`src/sbrel_pkg.sv`:
```
`timescale 1ns / 1ps
// ----------------------------------------------------------------------------
// sbrel_pkg
// Shared constants and types for the sensor bank rising edge lister.
// ----------------------------------------------------------------------------
package sbrel_pkg;

  localparam int BYTE_W      = 8;
  localparam int SENSOR_W    = 7;
  localparam int BASE_W      = SENSOR_W - 3;
  localparam int BANK_BYTES_DEF = 10;

  typedef logic [BYTE_W-1:0]   byte_t;
  typedef logic [SENSOR_W-1:0] sensor_t;
  typedef logic [BASE_W-1:0]   base_t;

  // load request from the compare stage to the emitter
  typedef struct packed {
    logic  load;
    byte_t mask;
    base_t base;
  } emit_load_t;

endpackage

```
`src/sbrel_ram.sv`:
```
`timescale 1ns / 1ps
// ----------------------------------------------------------------------------
// sbrel_ram
// Generic single-write, single-read RAM with registered read data.
// ----------------------------------------------------------------------------
module sbrel_ram #(
  parameter int WIDTH = 8,
  parameter int DEPTH = 10,
  parameter int AW    = (DEPTH > 1) ? $clog2(DEPTH) : 1
) (
  input  logic             clk,
  input  logic             we,
  input  logic [AW-1:0]    waddr,
  input  logic [WIDTH-1:0] wdata,
  input  logic             re,
  input  logic [AW-1:0]    raddr,
  output logic [WIDTH-1:0] rdata
);

  logic [WIDTH-1:0] mem [DEPTH];

  always_ff @(posedge clk) begin
    if (we) begin
      mem[waddr] <= wdata;
    end
    if (re) begin
      rdata <= mem[raddr];
    end
  end

endmodule

```
`src/sbrel_emit.sv`:
```
`timescale 1ns / 1ps
// ----------------------------------------------------------------------------
// sbrel_emit
// Holds the risen-bit mask of one byte and sends one sensor number per
// transfer, lowest bit first, flagging the last one.
// ----------------------------------------------------------------------------
module sbrel_emit (
  input  logic                 clk,
  input  logic                 rst,
  input  sbrel_pkg::emit_load_t ld,
  output logic                 ready,
  output logic                 out_valid,
  input  logic                 out_stall,
  output sbrel_pkg::sensor_t   sensor_number,
  output logic                 last_of_byte
);
  import sbrel_pkg::*;

  byte_t mask;
  byte_t mask_next;
  base_t base;
  byte_t remaining;
  logic [2:0] bit_idx;
  logic out_fire;

  always_comb begin
    bit_idx = 3'd0;
    for (int i = BYTE_W - 1; i >= 0; i--) begin
      if (mask[i]) begin
        bit_idx = 3'(i);
      end
    end
  end

  assign remaining     = mask & (mask - 8'd1);
  assign out_valid     = |mask;
  assign last_of_byte  = (remaining == '0);
  assign sensor_number = {base, ~bit_idx};
  assign out_fire      = out_valid && !out_stall;
  assign ready         = !out_valid || (out_fire && last_of_byte);

  always_comb begin
    mask_next = mask;
    if (out_fire) begin
      mask_next = remaining;
    end
    if (ld.load) begin
      mask_next = ld.mask;
    end
  end

  always_ff @(posedge clk) begin
    if (rst) begin
      mask <= '0;
    end else begin
      mask <= mask_next;
    end
  end

  always_ff @(posedge clk) begin
    if (ld.load) begin
      base <= ld.base;
    end
  end

`ifndef ASSERT_OFF
  a_load_when_ready: assert property (@(posedge clk) disable iff (rst)
    ld.load |-> ready)
    else $error("emitter loaded while busy");
  a_more_follow: assert property (@(posedge clk) disable iff (rst)
    (out_fire && !last_of_byte) |=> out_valid)
    else $error("results of a byte lost");
  a_fire_clears_bit: assert property (@(posedge clk) disable iff (rst)
    (out_fire && !ld.load) |=> ($countones(mask) == $countones($past(mask)) - 1))
    else $error("emitter did not drop exactly one bit");
`endif

endmodule

```
`src/sensor_bank_rising_edge_lister.sv`:
```
`timescale 1ns / 1ps
// ----------------------------------------------------------------------------
// sensor_bank_rising_edge_lister
// Compares each status byte with the byte of the previous scan at the same
// bank position and lists the sensors whose bit rose from 0 to 1.
// ----------------------------------------------------------------------------
// channel  dir  handshake            payload
// input    in   in_valid/in_stall    status_byte
// output   out  out_valid/out_stall  sensor_number, last_of_byte
//
// A byte is read from the history RAM on transfer and compared in the cycle
// after; its first result goes out through the emitter mask register. A byte
// with risen bits holds the emitter until each is sent (none: done in compare),
// while compare takes the next byte; same-entry back-to-back reads forward.
// Reset clears the per-entry valid flags; the RAM contents need no sweep.
// Output stall backs up into in_stall once the emitter and compare stage fill.
// ----------------------------------------------------------------------------
module sensor_bank_rising_edge_lister #(
  parameter int BANK_BYTES = sbrel_pkg::BANK_BYTES_DEF,
  parameter int PW         = (BANK_BYTES > 1) ? $clog2(BANK_BYTES) : 1
) (
  input  logic               clk,
  input  logic               rst,
  input  logic               in_valid,
  output logic               in_stall,
  input  sbrel_pkg::byte_t   status_byte,
  output logic               out_valid,
  input  logic               out_stall,
  output sbrel_pkg::sensor_t sensor_number,
  output logic               last_of_byte
);
  import sbrel_pkg::*;

  logic [PW-1:0] pos;
  logic [PW-1:0] pos_next;
  logic          in_fire;

  logic          s1_valid;
  logic [PW-1:0] s1_pos;
  byte_t         s1_now;
  logic          s1_hold;
  byte_t         s1_prev_q;
  logic          s1_done;

  logic          fwd;
  byte_t         fwd_data;
  logic [BANK_BYTES-1:0] vld;

  byte_t      rdata;
  byte_t      prev;
  byte_t      rose;
  logic       emit_ready;
  emit_load_t ld;
  logic [31:0] base_full;

  sbrel_ram #(
    .WIDTH (BYTE_W),
    .DEPTH (BANK_BYTES),
    .AW    (PW)
  ) u_hist (
    .clk   (clk),
    .we    (s1_done),
    .waddr (s1_pos),
    .wdata (s1_now),
    .re    (in_fire),
    .raddr (pos),
    .rdata (rdata)
  );

  always_comb begin
    if (s1_hold) begin
      prev = s1_prev_q;
    end else if (!vld[s1_pos]) begin
      prev = '0;
    end else if (fwd) begin
      prev = fwd_data;
    end else begin
      prev = rdata;
    end
  end

  assign rose      = s1_now & ~prev;
  assign s1_done   = s1_valid && ((rose == '0) || emit_ready);
  assign in_stall  = s1_valid && !s1_done;
  assign in_fire   = in_valid && !in_stall;
  assign base_full = 32'(s1_pos) * 32'd8;

  always_comb begin
    ld.load = s1_valid && (rose != '0) && emit_ready;
    ld.mask = rose;
    ld.base = base_full[SENSOR_W-1:3];
  end

  always_comb begin
    pos_next = pos;
    if (in_fire) begin
      if (32'(pos) >= BANK_BYTES - 1) begin
        pos_next = '0;
      end else begin
        pos_next = pos + PW'(1);
      end
    end
  end

  always_ff @(posedge clk) begin
    if (rst) begin
      pos      <= '0;
      s1_valid <= 1'b0;
      s1_hold  <= 1'b0;
      fwd      <= 1'b0;
      vld      <= '0;
    end else begin
      pos     <= pos_next;
      fwd     <= in_fire && s1_done && (s1_pos == pos);
      s1_hold <= s1_valid && !s1_done;
      if (in_fire) begin
        s1_valid <= 1'b1;
      end else if (s1_done) begin
        s1_valid <= 1'b0;
      end
      if (s1_done) begin
        vld[s1_pos] <= 1'b1;
      end
    end
  end

  always_ff @(posedge clk) begin
    if (in_fire) begin
      s1_pos <= pos;
      s1_now <= status_byte;
    end
    fwd_data  <= s1_now;
    s1_prev_q <= prev;
  end

  sbrel_emit u_emit (
    .clk           (clk),
    .rst           (rst),
    .ld            (ld),
    .ready         (emit_ready),
    .out_valid     (out_valid),
    .out_stall     (out_stall),
    .sensor_number (sensor_number),
    .last_of_byte  (last_of_byte)
  );

`ifndef ASSERT_OFF
  a_pos_range: assert property (@(posedge clk) disable iff (rst)
    32'(pos) < BANK_BYTES)
    else $error("bank position out of range");
  a_hold_busy: assert property (@(posedge clk) disable iff (rst)
    s1_hold |-> s1_valid)
    else $error("compare stage held while empty");
  a_hold_keeps_item: assert property (@(posedge clk) disable iff (rst)
    s1_hold |-> ($stable(s1_pos) && $stable(s1_now)))
    else $error("held item changed");
  a_fwd_same_entry: assert property (@(posedge clk) disable iff (rst)
    fwd |-> (s1_valid && (s1_pos == $past(s1_pos))))
    else $error("forward on a different entry");
`endif

endmodule

```
`config.mk`:
```
export PLATFORM = sky130hd
export DESIGN_NAME = sensor_bank_rising_edge_lister
export DESIGN_NICKNAME = d
export VERILOG_FILES = /design/src/sbrel_pkg.sv /design/src/sbrel_ram.sv /design/src/sbrel_emit.sv /design/src/sensor_bank_rising_edge_lister.sv
export SDC_FILE = /design/constraint.sdc
export NUM_CORES = 1
export LEC_CHECK = 0
export BUFFER_PORTS_ARGS = -buffer_cell sky130_fd_sc_hd__buf_2
export CAP_MARGIN = 5
export CORE_MARGIN = 10
export CORE_UTILIZATION = 61
export CTS_BUF_LIST = sky130_fd_sc_hd__clkbuf_8
export CTS_CLUSTER_DIAMETER = 60
export DETAILED_ROUTE_END_ITERATION = 6
export PLACE_DENSITY = 0.79
export RECOVER_POWER = 50
export SYNTH_ARGS = -nofsm -noshare
export SYNTH_HDL_FRONTEND = slang
export SYNTH_SLANG_ARGS = --single-unit
```
`constraint.sdc`:
```
create_clock -name clk -period 6.17 [get_ports clk]
set_input_delay 0.617 -clock clk [delete_from_list [all_inputs] [get_ports clk]]
set_output_delay 0.617 -clock clk [all_outputs]
set_load 0.01 [all_outputs]
```
Yosys cells after proc, flatten, opt, wreduce, memory -nomap -nowiden --
Memories as Yosys holds them, arrays and structs flattened. A register that Yosys moved wholly into a read port is not among the register bits. Cells that the tools add are included.
Cells by class: add/subtract/negate cells 2, $lt $le $gt $ge 3, eq/ne operators 1, multiplexer cells 22, bitwise logic cells 5, reduce and logical (&&, ||, !) cells 22
Operator list (count):
- 8-bit two-way mux | 5
- 3-bit two-way mux | 8
- 8-bit bitwise AND | 2
- 8-bit zero test | 2
- 1-bit logical AND | 10
- 10-bit OR | 1
- 8-bit inverter | 1
- 8-bit nonzero test | 1
- 8-bit OR reduction | 1
- 8-bit by 1-bit subtractor with 8-bit output (second input constant) | 1
- 1-bit two-way mux | 6
- 4-bit by 5-bit less-than comparator with 1-bit output (second input constant) | 1
- 4-bit by 1-bit adder with 4-bit output (second input constant) | 1
- 1-bit binary-select mux with 4-bit select | 1
- 1-bit demux with 4-bit select | 1
- 4-bit == test | 1
- 4-bit by 1-bit >= comparator with 1-bit output (second input constant) | 1
- 4-bit >= comparator (second input constant) | 1
- 1-bit zero test | 4
- 4-bit two-way mux | 1
- 2-bit nonzero test | 2
- 3-bit inverter | 1
- 1-bit logical OR | 2
Storage, ports and cells: register bits after elaboration 57, memory bits (writable) 80, bits of input ports 12, word-level logic and storage cells 67, memories kept 1
Memories:
- u_hist.mem | depth 10, width 8, read ports 1, clocked after memory_dff 1, write ports 1, RTL line sbrel_ram.sv:20 | logic [WIDTH-1:0] mem [DEPTH];

Logic depth before layout (Yosys ltp) --
word-level depth 15, gate-level depth with buffers 12, gate-level depth less buffers 8

Modules after synthesis --
Synthesis repeated with hierarchy kept, for this count alone.
Unflattened totals: cells, all modules 465, area total of the unflattened synthesis 6306.0 um2
Modules (own cells, without submodules):
- sbrel_ram | instances 1, cells an instance 189, area an instance 3482.1 um2
- sensor_bank_rising_edge_lister | instances 1, cells an instance 192, area an instance 2074.5 um2
- sbrel_emit | instances 1, cells an instance 84, area an instance 749.5 um2

Worst setup path before layout --
OpenSTA, ideal clock, no wires.
path kind register to register, from reg s1_pos[0], to mem u_hist.mem[0][0], enable pin, library setup time 0.383 ns, arrival time 2.869 ns, required time 5.787 ns, slack 2.918 ns, stages on the path, launching flop included 11, path buffers 2, clock period less this slack 3.252 ns, cells stage by stage edfxtp_1 > buf_4 > mux2i_1 > a311oi_2 > a31oi_1 > o211ai_1 > a41oi_2 > nand2b_1 > buf_6 > or3_1 > nor3_1
On the way: word-level cells in the longest chain between the ends 11
RTL lines:
- start: declaration | RTL line sensor_bank_rising_edge_lister.sv:39 | logic [PW-1:0] s1_pos;
- start signal: assignment | RTL line sensor_bank_rising_edge_lister.sv:129 | s1_pos <= pos;
- 1-bit binary-select mux with 4-bit select | RTL line sensor_bank_rising_edge_lister.sv:73 | end else if (!vld[s1_pos]) begin
- 1-bit two-way mux (implied by the code) | RTL line sensor_bank_rising_edge_lister.sv:73
- 8-bit two-way mux | RTL line sensor_bank_rising_edge_lister.sv:73
- 8-bit two-way mux | RTL line sensor_bank_rising_edge_lister.sv:71 | if (s1_hold) begin
- 8-bit inverter | RTL line sensor_bank_rising_edge_lister.sv:82 | assign rose = s1_now & ~prev;
- 8-bit bitwise AND | RTL line sensor_bank_rising_edge_lister.sv:82
- 8-bit zero test | RTL line sensor_bank_rising_edge_lister.sv:83 | assign s1_done = s1_valid && ((rose == '0) || emit_ready);
- 1-bit logical OR | RTL line sensor_bank_rising_edge_lister.sv:83
- 1-bit logical AND | RTL line sensor_bank_rising_edge_lister.sv:83
- 1-bit two-way mux | RTL line sbrel_ram.sv:23 | if (we) begin
- 1-bit two-way mux (implied by the code) | RTL line sbrel_ram.sv:24 | mem[waddr] <= wdata;
- end: declaration | RTL line sbrel_ram.sv:20
Several ways; a longest one is shown, not always the timed one. The select of a mux whose other input is x is not followed.

Worst setup path after layout --
from reg s1_pos[0], to mem u_hist.mem[0][4], enable pin
Same word-level chain as after synthesis.

==> impl_metrics.env <==
export IMPL_status="complete, but fails checks"
export IMPL_violations="capacitance limit, slew limit"
export IMPL_dieArea_sq_um=14040
export IMPL_fp_dieH_microns=118.5
export IMPL_antenna_cells=0
export IMPL_numPortBuffers=21
export IMPL_critPathArrivalTime_ns=4.29
export IMPL_cts_sinks=145
export IMPL_drtIter0Drc=221
export IMPL_max_slew_margin_pct=-57.75
export IMPL_place_hpwl_microns=7211
export IMPL_yosysWarningCount=0
export IMPL_core_sq_um=9328
export IMPL_period_needed_ns=4.238
export IMPL_synth_area_sq_um=5916
export IMPL_rsz0062_at_grt="no"
export IMPL_cts_path_max_buffers=2
export IMPL_overflow=0
export IMPL_grt_use_met1_pct=19.64
export IMPL_synth_edf_count=104
export IMPL_finalMaxSlewViolations=33
export IMPL_busiest_layer="met2"
export IMPL_worst_pin_slew_ns=2.366
export IMPL_grt_pass1_wl_microns=18910
export IMPL_fin_tns_setup_ns=0
export IMPL_setup_viol=0
export IMPL_ctsResizeCount=0
export IMPL_setup_slack_ns=1.932
export IMPL_areaGrowthSynthToFinish_pct=11.00
export IMPL_crit_type="flip-flop to flip-flop"
export IMPL_whs_ns=0.3441
export IMPL_die_w_microns=118.5
export IMPL_num_io_pins=22
export IMPL_dp_cells=546
export IMPL_grt_pass1_vias=3675
export IMPL_track_usage_pct=17.25
export IMPL_synth_seq_cells=145
export IMPL_place_gp_congestion=0.8873
export IMPL_fin_crit_sh_pct=68.69
export IMPL_yosysSeqAreaShare_pct=66.67
export IMPL_finalHoldViolations=0
export IMPL_ys_types=57
export IMPL_nNetsFinal=451
export IMPL_fin_util_pct=70.40
export IMPL_cp_start_kind="flip-flop"
export IMPL_wl_per_cell_microns=20.57
export IMPL_post_cts_buffers=0
export IMPL_gr_usage_met2_pct=29.94
export IMPL_grt_max_degree=33
export IMPL_layout_cells_non_filler=578
export IMPL_antenna_left=0
export IMPL_syn_area_per_cell_sq_um=14.22
export IMPL_grt_antenna_before_repair=0
export IMPL_synthCells=416
export IMPL_clock_skew_final_ns=0.01354
export IMPL_cts_root_buf="clkbuf_8"
export IMPL_power_mw=2.164
export IMPL_htreeDepth=4
export IMPL_tritoncts="done"
export IMPL_p_leak_nw=2.212
export IMPL_path_clk_slew_ns=0.09
export IMPL_num_rows=35
export IMPL_synth_nets=431
export IMPL_ir_worst_vdd_mv=0.2064
export IMPL_numCtsBuffers=17
export IMPL_drcViolationCount=0
export IMPL_cp_required_ns=6.22
export IMPL_vias_per_cell=6.111
export IMPL_drv_cap=1
export IMPL_cp_end_kind="flip-flop"
export IMPL_dpl_cell_area_sq_um=6120
export IMPL_async_flop_share_pct=0
export IMPL_postCtsHoldBufs=0
export IMPL_p_per_area_nw_per_um2=329.5
export IMPL_hp_class="input port to flip-flop"
export IMPL_max_freq_mhz=236.0
export IMPL_crit_fanout=15
export IMPL_ys_flop_type="edfxtp_1"
export IMPL_finalInstanceArea_sq_um=6566
export IMPL_firstDrtPassIters=4
export IMPL_worstSkewPairLatency_ns=0.44
export IMPL_drive_gt1_share_pct=19.82
export IMPL_place_ws_ns=2.034
export IMPL_drt_wl_total_microns=11890
export IMPL_grtUsageMet3_pct=4.712
export IMPL_start_util_pct=63.42
export IMPL_via_count=3532
[critical path, cell delays in order, from the launching register on]
cell and delay (ns):
edfxtp_1 0.72, mux2i_1 0.18, a311oi_1 0.43, a31oi_1 0.22
o211ai_1 0.34, a41oi_2 0.20, nand2b_1 0.38, or3_1 0.46
nor3_1 0.92
[cell usage after synthesis, drive strengths merged, types with 9 or more instances]
cell type / n / area, sq um
nand2b: 12 / 75.07
clkbuf: 17 / 63.81
nor2b: 9 / 56.30
nor2: 20 / 75.07
dfxtp: 41 / 820.8
a21oi: 22 / 113.9
mux4: 16 / 360.4
buf: 10 / 63.81
nand2: 31 / 116.4
edfxtp: 104 / 3123
a211oi: 9 / 67.56
inv: 15 / 56.30
mux2i: 19 / 190.2
o21ai: 13 / 65.06
[metal layers]
metal  vias to the layer above  wire length (microns)
li1                       1608                      -
met1                      1777                   4778
met2                       121                   6200
met3                        26                    631
met4                         0                    279
met5                         -                      0
[flip-flops by register name, indices dropped and copies added (netlist names)]
register	count
fwd	1
fwd_data	8
pos	4
s1_hold	1
s1_now	8
s1_pos	4
s1_prev_q	8
s1_valid	1
u_emit.base	4
u_emit.mask	8
u_hist.mem	80
u_hist.rdata	8
vld	10
[path summary, 6_finish.rpt]
kind,slack [ns],end,cells past startpoint,from
worst max-delay path,1.93,u_hist.mem[0][4]$_DFFE_PP_,8,s1_pos[0]$_DFFE_PP_
worst min-delay path,0.34,s1_now[3]$_DFFE_PP_,1,status_byte[3]
worst max register to register,1.93,u_hist.mem[0][4]$_DFFE_PP_,8,s1_pos[0]$_DFFE_PP_
worst min register to register,0.46,s1_prev_q[5]$_DFF_P_,2,s1_prev_q[5]$_DFF_P_
[placed cells by master (no fill, tap or decap), types with 3 or more instances in the layout]
| cell | synthesis | layout |
|---|---|---|
| edfxtp_1 | 104 | 104 |
| dfxtp_1 | 41 | 40 |
| nand2_1 | 31 | 31 |
| a21oi_1 | 21 | 21 |
| nor2_1 | 20 | 20 |
| mux2i_1 | 19 | 19 |
| clkbuf_8 | 0 | 17 |
| inv_1 | 15 | 16 |
| mux4_2 | 16 | 16 |
| buf_2 | 6 | 16 |
| o21ai_0 | 13 | 13 |
| nand2b_1 | 12 | 12 |
| nor2b_1 | 9 | 9 |
| a211oi_1 | 9 | 9 |
| clkbuf_1 | 17 | 7 |
| or3_1 | 6 | 6 |
| nor4_2 | 4 | 5 |
| bufinv_16 | 0 | 5 |
| buf_4 | 1 | 5 |
| a22oi_1 | 4 | 4 |
| o21ba_2 | 4 | 4 |
| nand3_1 | 4 | 4 |
| a21boi_0 | 3 | 3 |
| o211ai_1 | 3 | 3 |
| nor3_1 | 4 | 3 |
| xnor2_1 | 3 | 3 |
| ha_1 | 3 | 3 |
| clkinv_4 | 0 | 3 |
| inv_6 | 0 | 3 |
[cell type report]
class / count / area (sq um)
clock buffers: 17 / 234.0
clock inverters: 15 / 232.7
fillers: 609 / 2761
inverters: 15 / 56.30
multi-input cells: 229 / 1793
flip-flops and latches: 145 / 3945
well taps: 129 / 161.4
repair buffers: 28 / 143.9
[power by group]
| group | switching, mW | leakage [nW] | internal, mW |
|---|---|---|---|
| sequential | 0.0400 | 1.29 | 1.09 |
| clock | 0.369 | 0.231 | 0.488 |
| combinational | 0.103 | 0.690 | 0.0783 |
[cell families after synthesis]
family                   after synthesis  share of synthesized area, %
flip-flops                           145                         66.67
buffers and inverters                 42                         3.109
XOR/XNOR                               4                        0.5923
AO/OA/AOI/OAI                         79                         9.645
multiplexers                          38                         9.877
AND/OR/NAND/NOR                      103                         9.137
adder cells (fa/ha/maj)                5                        0.9730
(Power assumes the default switching activity.)
